## config.mk

```make
export PLATFORM = sky130hd
export DESIGN_NAME = gcps_cell
export DESIGN_NICKNAME = d
export VERILOG_FILES = /design/src/gcps_cell.sv
export SDC_FILE = /design/constraint.sdc
export NUM_CORES = 1
export LEC_CHECK = 0
export BUFFER_PORTS_ARGS = -buffer_cell sky130_fd_sc_hd__buf_2
export CORE_AREA = 5 5 45 47
export DETAILED_ROUTE_END_ITERATION = 12
export DIE_AREA = 0 0 50 52
export PLACE_DENSITY_LB_ADDON = 0.12
export SLEW_MARGIN = 20
export SYNTH_ARGS = -nofsm -noshare
export SYNTH_HDL_FRONTEND = slang
export SYNTH_SLANG_ARGS = --single-unit
```

## constraint.sdc

```tcl
create_clock -name clk -period 0.8 [get_ports clk]
set_input_delay 0.16 -clock clk [delete_from_list [all_inputs] [get_ports clk]]
set_output_delay 0.16 -clock clk [all_outputs]
set_load 0.01 [all_outputs]
```

## src/gcps_cell.sv

```systemverilog
`timescale 1ns / 1ps
// ---------------------------------------------------------------------------
// gcps_cell
// One stage of the value delay chain: loads the value on its d input on every
// input transfer.
// ---------------------------------------------------------------------------
module gcps_cell #(
	parameter int WIDTH = 16
) (
	input  logic             clk,
	input  logic             en,
	input  logic [WIDTH-1:0] d,
	output logic [WIDTH-1:0] q
);

	logic [WIDTH-1:0] value_q;

	always_ff @(posedge clk) begin
		if (en) begin
			value_q <= d;
		end
	end

	assign q = value_q;

endmodule

```

# Yosys cells after proc, flatten, opt, wreduce, memory -nomap -nowiden
# Index checks and enable logic that the tools add are counted.
[totals]
register_bits = 16

# Longest topological paths before layout
[depth]
ltp_word = 0
mapped_depth = 0

# Worst setup path before layout
# No wires, ideal clock.
[synth_path]
path_kind = "reg2out"
from = "register value_q[0], in the netlist q[0]"
to = "output port q[0]"
setup_slack_ns = 0.246
arrival_time_ns = 0.394
t_required_ns = 0.640
stages_incl_launch_ff = 1
cell_sequence = "edfxtp_1"
[synth_lines]
columns = ["item", "line_no", "text"]
rows = [
  ["start, declared", "16", "logic [WIDTH-1:0] value_q;"],
  ["start signal, assigned", "20", "value_q <= d;"],
  ["end, declared", "13", "output logic [WIDTH-1:0] q"],
]
# No word-level cell between the ends.

# Worst setup path in the final report
[layout_path]
from = "register value_q[1], in the netlist q[1]"
to = "output port q[1]"
# No word-level cell between the ends.

==> summary.md <==
| Metric | Value |
|---|---|
| Outcome | `finished with violations` |
| Failing checks | `negative setup slack` |
| Area of the multi-input gates | `0 um2` |
| Number of H-tree levels | `1` |
| CTS Buf Count | `3` |
| Largest area contributor in the synthesized netlist | `edfxtp_1` |
| Cell class contributing the biggest share of worst-path delay | `flip-flops` |
| CP max-delay cell | `edfxtp_1` |
| Number of synthesized flops with an enable pin | `16` |
| Hold_ws | `~56 ps` |
| Pin count of the biggest net entering global routing | `10` |
| Via density | `4.056` |
| Chip width | `approximately 50 um` |
| Die area | `around 2600 um2` |
| Tcrit/Tclk final | `120.3%` |
| Nets | `74` |
| Core area | `around 1600 um2` |
| Filler cells | `around 150` |
| Final cell count without fillers | `72` |
| Layout cells sized above 1 | `69.09%` |
| Final GP Congestion | `around 0.61` |
| Final min period | `~960 ps` |
| Synthesized area | `approximately 480 um2` |
| Critical path buffer and inverter count | `1` |
| Met1 usage in global routing | `under 10%` |
| Slew Limit Fails | `0` |
| Sink Count | `16` |
| RSZ-0062 raised after global routing | `true` |
| Cell area power density | `2147 nW/um2` |
| Initial antenna violation count | `0` |
| Worst vdd ir | `0.9870 mV` |
| Synth Area per Inst | `30.03 um2` |
| Row count | `15` |
| Worst-path clk slew | `90 ps` |
| Seq/Total Area, Yosys | `100.0%` |
| Die height | `~52 um` |
| Port buffer count | `33` |
| Initial Util | `between 20% and 30%` |
| Hold Crit Class | `input pin to flip-flop` |
| Met3 Track Usage GR | `under 10%` |
| Post-DP Area | `between 700 and 800 um2` |
| Drt pass-1 iters | `1` |
| Syn nets | `34` |
| Worst Setup End Kind | `primary output` |
| End point of the critical path | `q[1]` |
| Dpl cells | `~70` |
| Synth-to-layout area growth | `52.60%` |
| Via count | `~300` |
| Routed wire length | `between 800 and 900 um` |
| Setup TNS | `-2153 ps` |
| First-pass GRT wire length | `roughly 1.4 mm` |
| Mean routed wirelength per cell | `between 10 and 15 um` |
| Fmax | `~1.0 GHz` |
| Setup crit start kind | `flip-flop` |
| Final Instance Area | `733.2 um2` |
| Most frequent cell after synthesis | `edfxtp_1` |
| Final Setup Violations | `16` |
| Max Cap Viol | `0` |
| Synthesis Warnings | `0` |
| Top cells by count, synth | `edfxtp_1` |
| Max clock buf depth | `2` |
| Crit path kind | `flip-flop to primary output` |
| Antenna Cells | `0` |
| Post-synth top flop | `edfxtp_1` |
| Final setup margin | `-162.3 ps` |
| # resized after CTS | `0` |
| #FFs+latches synth | `16` |
| Tot GR Track Use | `approximately 7.1%` |
| Pre-CTS setup slack | `between 70 and 80 ps` |
| Antenna viol nets, final | `0` |
| Asr flop ratio synth | `0%` |
| Cell Chain, Critical Path | `buf_2` |
| Cells after Synth | `16` |
| Top post-synthesis cells by area | `edfxtp_1` |
| Slew @ Worst Pin | `102.2 ps` |
| Worst EP required | `640 ps` |
| Hold Violations, Final | `0` |
| Max reg flops | `16` |
| Crit-path max FO | `1` |
| Rel. slew slack | `around 93%` |
| Ports | `34` |
| Clock root buffer | `clkbuf_4` |
| CTS tree | `yes` |
| Layer carrying the most global-route usage | `met2` |
| CP max stage delay | `380 ps` |
| Residual DRC | `0` |
| Initial drt markers | `0` |
| Lkg Pwr | `~0.32 nW` |
| Critical Path Source | `q[1]` |
| Critical path depth | `1` |
| Crit path DAT | `roughly 800 ps` |
| Cell variety after synth | `1` |
| Hold-fix buffers, CTS | `0` |
| Met2 usage in global routing | `roughly an eighth` |
| Vias in the first global route | `~320` |
| Multi-Input Combinational | `0` |
| GRT overflow | `0` |
| Share of the synthesized area in the top cell type | `between 90% and 100%` |
## cell usage in the layout (no fill, tap or decap)
cell | Yosys | final
edfxtp_1 | 16 | 16
buf_12 | 0 | 2
clkinv_1 | 0 | 1
clkbuf_4 | 0 | 3
buf_2 | 0 | 33
## metrics by stage
stage,power [mW],utilization (%)
CTS,1.606,45.43
detailed placement,1.205,43.80
finish,1.574,45.43
global route,1.663,45.43
global placement,1.200,43.80
floorplan,1.069,-
## routing by layer
layer | vias to the layer above | share of wire, %
met4 | 0 | 0
li1 | 143 | -
met5 | - | 0
met2 | 19 | 53
met3 | 0 | 16
met1 | 130 | 31
## power breakdown
part | internal, mW | total [mW] | switching [mW]
logic | 0.0888 | 0.171 | 0.0821
registers | 0.994 | 1.01 | 0.0128
clock network | 0.180 | 0.396 | 0.216
## worst min path at each step
stage | from | end | slack (ps) | depth (start not counted)
after floorplan | d[0] | q[0] | 260 | 0
after global placement | d[12] | q[12] | 340 | 1
after detailed placement | d[8] | q[8] | 340 | 1
after CTS | d[2] | q[2] | 50 | 1
after global routing | d[2] | q[2] | 30 | 1
final | d[2] | q[2] | 60 | 1
## cell families after synthesis
family	count (synthesis)	synth area share, %
flip-flops	16	100.0
## cell type report
class	count	area (um2)	area share (%)
Sequential cell	16	480.5	65.53
Timing Repair Buffer	35	205.2	27.99
Clock buffer	3	22.52	3.072
Tap cell	17	21.27	2.901
Clock inverter	1	3.754	0.5119
## repair_timing
action,in CTS,in global routing
setup buffers,0,0
endpoints found under the setup margin,16,16
hold endpoints to repair,0,0
No activity file was read; power rests on OpenSTA's default activity.
