File: config.mk
export PLATFORM = sky130hd
export DESIGN_NAME = gcps_out_buf
export DESIGN_NICKNAME = d
export VERILOG_FILES = /design/src/gcps_out_buf.sv
export SDC_FILE = /design/constraint.sdc
export NUM_CORES = 1
export LEC_CHECK = 0
export BUFFER_PORTS_ARGS = -buffer_cell sky130_fd_sc_hd__buf_2
export CORE_ASPECT_RATIO = 0.7
export CORE_MARGIN = 2
export CORE_UTILIZATION = 46
export CTS_CLUSTER_SIZE = 14
export DETAILED_ROUTE_END_ITERATION = 16
export HOLD_SLACK_MARGIN = 0.08
export PLACE_DENSITY = 0.74
export SLEW_MARGIN = 20
export SYNTH_ARGS = -nofsm -noshare
export SYNTH_HDL_FRONTEND = slang
export SYNTH_SLANG_ARGS = --single-unit
File: constraint.sdc
create_clock -name clk -period 2.69 [get_ports clk]
set_input_delay 0.807 -clock clk [delete_from_list [all_inputs] [get_ports clk]]
set_output_delay 0.807 -clock clk [all_outputs]
set_load 0.02 [all_outputs]
File: src/gcps_out_buf.sv
`timescale 1ns / 1ps
// ---------------------------------------------------------------------------
// gcps_out_buf
// Output register with a skid stage, so a new result can be taken while the
// previous one is still stalled downstream.
// ---------------------------------------------------------------------------
module gcps_out_buf #(
	parameter int WIDTH = 32
) (
	input  logic             clk,
	input  logic             arst_n,
	input  logic             push,
	input  logic [WIDTH-1:0] push_data,
	output logic             full,
	output logic             out_valid,
	input  logic             out_stall,
	output logic [WIDTH-1:0] out_data
);

	logic             main_valid_q;
	logic [WIDTH-1:0] main_data_q;
	logic             skid_valid_q;
	logic [WIDTH-1:0] skid_data_q;
	logic             main_free;

	assign main_free = !main_valid_q || !out_stall;

	always_ff @(posedge clk or negedge arst_n) begin
		if (!arst_n) begin
			main_valid_q <= 1'b0;
			skid_valid_q <= 1'b0;
		end else if (skid_valid_q) begin
			if (main_free) begin
				main_valid_q <= 1'b1;
				skid_valid_q <= 1'b0;
			end
		end else if (push) begin
			if (main_free) begin
				main_valid_q <= 1'b1;
			end else begin
				skid_valid_q <= 1'b1;
			end
		end else if (main_free) begin
			main_valid_q <= 1'b0;
		end
	end

	always_ff @(posedge clk) begin
		if (skid_valid_q) begin
			if (main_free) begin
				main_data_q <= skid_data_q;
			end
		end else if (push) begin
			if (main_free) begin
				main_data_q <= push_data;
			end else begin
				skid_data_q <= push_data;
			end
		end
	end

	assign full      = skid_valid_q;
	assign out_valid = main_valid_q;
	assign out_data  = main_data_q;

endmodule

-- Yosys cells after proc, flatten, opt, wreduce, memory -nomap -nowiden
Index checks and enable logic that the tools add are counted.
- bitwise operators: 2
- muxes and demuxes: 11
- reduce and logical (&&, ||, !) cells: 7
- operator list (kind ; number):
    $mux W32 ; 4
    $mux W1 ; 7
    $reduce_and A3 Y1 ; 1
    $reduce_bool A3 Y1 ; 1
    $logic_not A1 Y1 ; 2
    $not A1 Y1 ; 2
    $reduce_and A2 Y1 ; 1
    $reduce_bool A2 Y1 ; 1
    $logic_or A1 B1 Y1 ; 1
- word-level logic and storage cells: 24
- output and inout bits: 34
- input port bits: 36
- bits in registers: 66

-- Longest topological paths before layout
- word-level depth: 5
- gate-level depth with buffers: 3
- depth with buffers taken out: 1

-- Worst setup path after synthesis
No wires, ideal clock.
- path kind: reg2reg
- start: register skid_valid_q (netlist: full)
- end: register main_data_q[0] (netlist: out_data[0]), enable pin
- slack: -0.274 ns
- required time: 2.253 ns
- stages on the path, launching flop included: 4
- data arrival time: 2.527 ns
- cells stage by stage: dfrtp_1 > buf_6 > buf_6 > a2bb2oi_1
- cells in the longest elaborated chain, start to end: 2
- RTL lines (item ; RTL line ; text):
    start: declaration ; 22 ; logic skid_valid_q;
    start signal: assignment ; 31 ; skid_valid_q <= 1'b0;
    start signal: assignment ; 35 ; skid_valid_q <= 1'b0;
    start signal: assignment ; 41 ; skid_valid_q <= 1'b1;
    $reduce_bool A2 Y1 (no line) ; n/a ;
    $reduce_and A2 Y1 (no line) ; n/a ;
    end signal: assignment ; 51 ; main_data_q <= skid_data_q;
    end signal: assignment ; 55 ; main_data_q <= push_data;
    end: declaration ; 21 ; logic [WIDTH-1:0] main_data_q;
Every way passes these cells.
A chain may end at the register's enable or synchronous reset.

-- Worst setup path after layout
- start: register skid_valid_q (netlist: full)
- end: output full
- RTL lines (item ; RTL line ; text):
    end: declaration ; 14 ; output logic full,
No word-level cell between the ends.

==> impl_results.md <==
- Top cells by count, synth: edfxtp_1, mux2_4, mux2_2
- Worst-path fanout max: 20
- Critical path origin: full$_DFF_PN0_
- Row count: 22
- Final core area utilization: approximately three fifths
- WS Path Type: reg2out
- Synthesis-to-layout area growth: 22.4%
- Clk_skew: 0.00330 ns
- Crit start category: flop
- Cell Pwr Density: approximately 700 mW/mm^2
- Post-route setup TNS: 0 ns
- Synthesized cell area: 0.00253 sq mm
- Postcts setup bufs: 0
- Crit path largest cell delay: 0.72 ns
- Synth top area share: 76.0%
- R2r startpoint: full$_DFF_PN0_
- Final Hold Fails: 0
- Initial antenna violation count: 0
- Crit path max-delay cell type: dfrtp_2
- Root Buffer: clkbuf_8
- Worst slew pin tran: 0.556 ns
- Main synth FF type: edfxtp_1
- Fmax: 0.470 GHz
- Critical path capture point: full
- Synth cell types: 10
- #FFs+latches synth: 66
- R2r setup slk: ~0.93 ns
- First-pass GRT wire length: 5.84 mm
- Main area contributors after synthesis: edfxtp_1, mux2_4, mux2_2, dfrtp_1, buf_12
- Fin. max-slew vios: 0
- CORE AREA: 0.00529 sq mm
- Reg2reg path depth: 2
- # nets final: 221
- Post_cts resized: 0
- Most common cell in the synthesized netlist: edfxtp_1
- Outcome: complete, no violations
- Starting Density: 47.9%
- Clock-pin slew on the worst setup and hold paths: 0.06 ns
- Buffers on Ports: 69
- Maximum root-to-sink buffer count: 2
- Post-detail-place hpwl: ~2.6 mm
- Number of remaining DRC errors: 0
- Hold crit path type: in2async
- CP top delay family: flip-flops
- Crit path buffers/inverters: 1
- Layout cells sized above 1: 63.0%
- Hold Buf Count CTS: 0
- Per-cell routed wire length: 14.5 microns
- H-Tree Depth: 3
- Yosys warnings: 0
- # IOs: 70
- Overall power: about 2.1 mW
- Post-Syn Instances: ~110
- MaxCap Viol Count: 0
- Peak supply drop: 0.316 mV
- WL final: 3.77 mm
- DRT iter0 DRCs: 50
- CP arrival: 1.32 ns
- Vias: 1211
- RSZ-0062 raised after global routing: false
- Min Hold Slack: 0.250 ns
- Slew headroom: 62.9%
- Largest net degree at the start of global routing: 33
- Reg2reg end: out_data[28]$_DFFE_PP_
- Die Wd: slightly above 90 microns
- Worst setup EP type: primary output
- Detail Route Antenna Nets: 0
- Post-synthesis sequential area ratio: 77.9%
- Leak: 1.24 nW
- CTS tree: yes
- GRT overflow: 0
- Post-synth EDFFs: 64
- Final RePlAce weighted congestion: around 0.67
- Die area: a little over 0.006 sq mm
- Avg Cell Area, Syn: 23.9 sq um
- Critical path data required time: between 1.5 and 2 ns
- Period minus WS final: approximately 2.1 ns
- Net count after synthesis: 142
- DR pass1 iterations: 4
- Die height: roughly 66 microns
- Fin crit share: 79.0%
- Worst skew pair latency: 0.33 ns
- Async S/R FF share, synth: 3.03%
- DR vias/cell: 4.64
- Vias in the first global route: 1196
- Diodes inserted: 0
- CTS Buf Count: 9
- WP depth: 1
- Setup violators final: 0
- GRT Total Usage: 13.5%
- CTS Sinks: 66
- Worst-path cell chain: buf_2
- Top cell type by total area after synthesis: edfxtp_1
## cell type report
type / instances / area [sq um]
sequential: 66 / 1970
clock buffer: 11 / 131
timing repair buffer: 72 / 368
tap: 72 / 90.1
fill: 422 / 2190
clock inverter: 4 / 20.0
multi-input combinational: 36 / 513
## logic make-up (layout without fill, tap and decap cells)
group | after synthesis | after routing | synth area share, %
DFF | 66 | 66 | 77.9
buffers and inverters | 4 | 87 | 2.47
muxes | 32 | 32 | 18.1
AOI/OAI and AO/OA | 3 | 3 | 1.09
and+or+nand+nor | 1 | 1 | 0.396
## per-layer routing
metal / track usage [%] / vias to the layer above / share of wire [%]
li1: - / 582 / -
met1: 15.1 / 567 / 42
met2: 21.7 / 59 / 47
met3: 7.98 / 3 / 11
met4: 4.96 / 0 / 0.45
met5: 0 / - / 0
## registers in the layout, summed over array words and instances, names as in the netlist
register	count
full	1
out_data	32
out_valid	1
skid_data_q	32
## how the worst min path moves through the flow
stage,slack [ns],endpoint
4_1_cts,0.23,full$_DFF_PN0_
2_1_floorplan,0.51,full$_DFF_PN0_
3_3_place_gp,0.53,out_data[7]$_DFFE_PP_
6_report,0.25,full$_DFF_PN0_
3_5_place_dp,0.53,out_data[1]$_DFFE_PP_
5_1_grt,0.22,out_valid$_DFFE_PN0P_
## power by group
part | switching [mW] | internal (mW)
sequential | 0.0292 | 1.21
clock | 0.324 | 0.323
combinational | 0.131 | 0.118
## cells in the final DEF (no fill, tap or decap), drive strengths merged
cell,n
buf,72
edfxtp,64
mux2,32
clkbuf,11
clkinv,4
dfrtp,2
a2bb2oi,1
and4b,1
o211a,1
a211o,1
## stage by stage
stage                     setup slack [ns]  instance area [sq um]  cells
after CTS                            0.520                   3100    261
after floorplan                      0.576                   2540    106
after global routing                 0.466                   3100    261
after global placement               0.849                   2940    246
final                                0.564                   3100    261
after detailed placement             0.827                   2940    246
No activity file was read; power rests on OpenSTA's default activity.
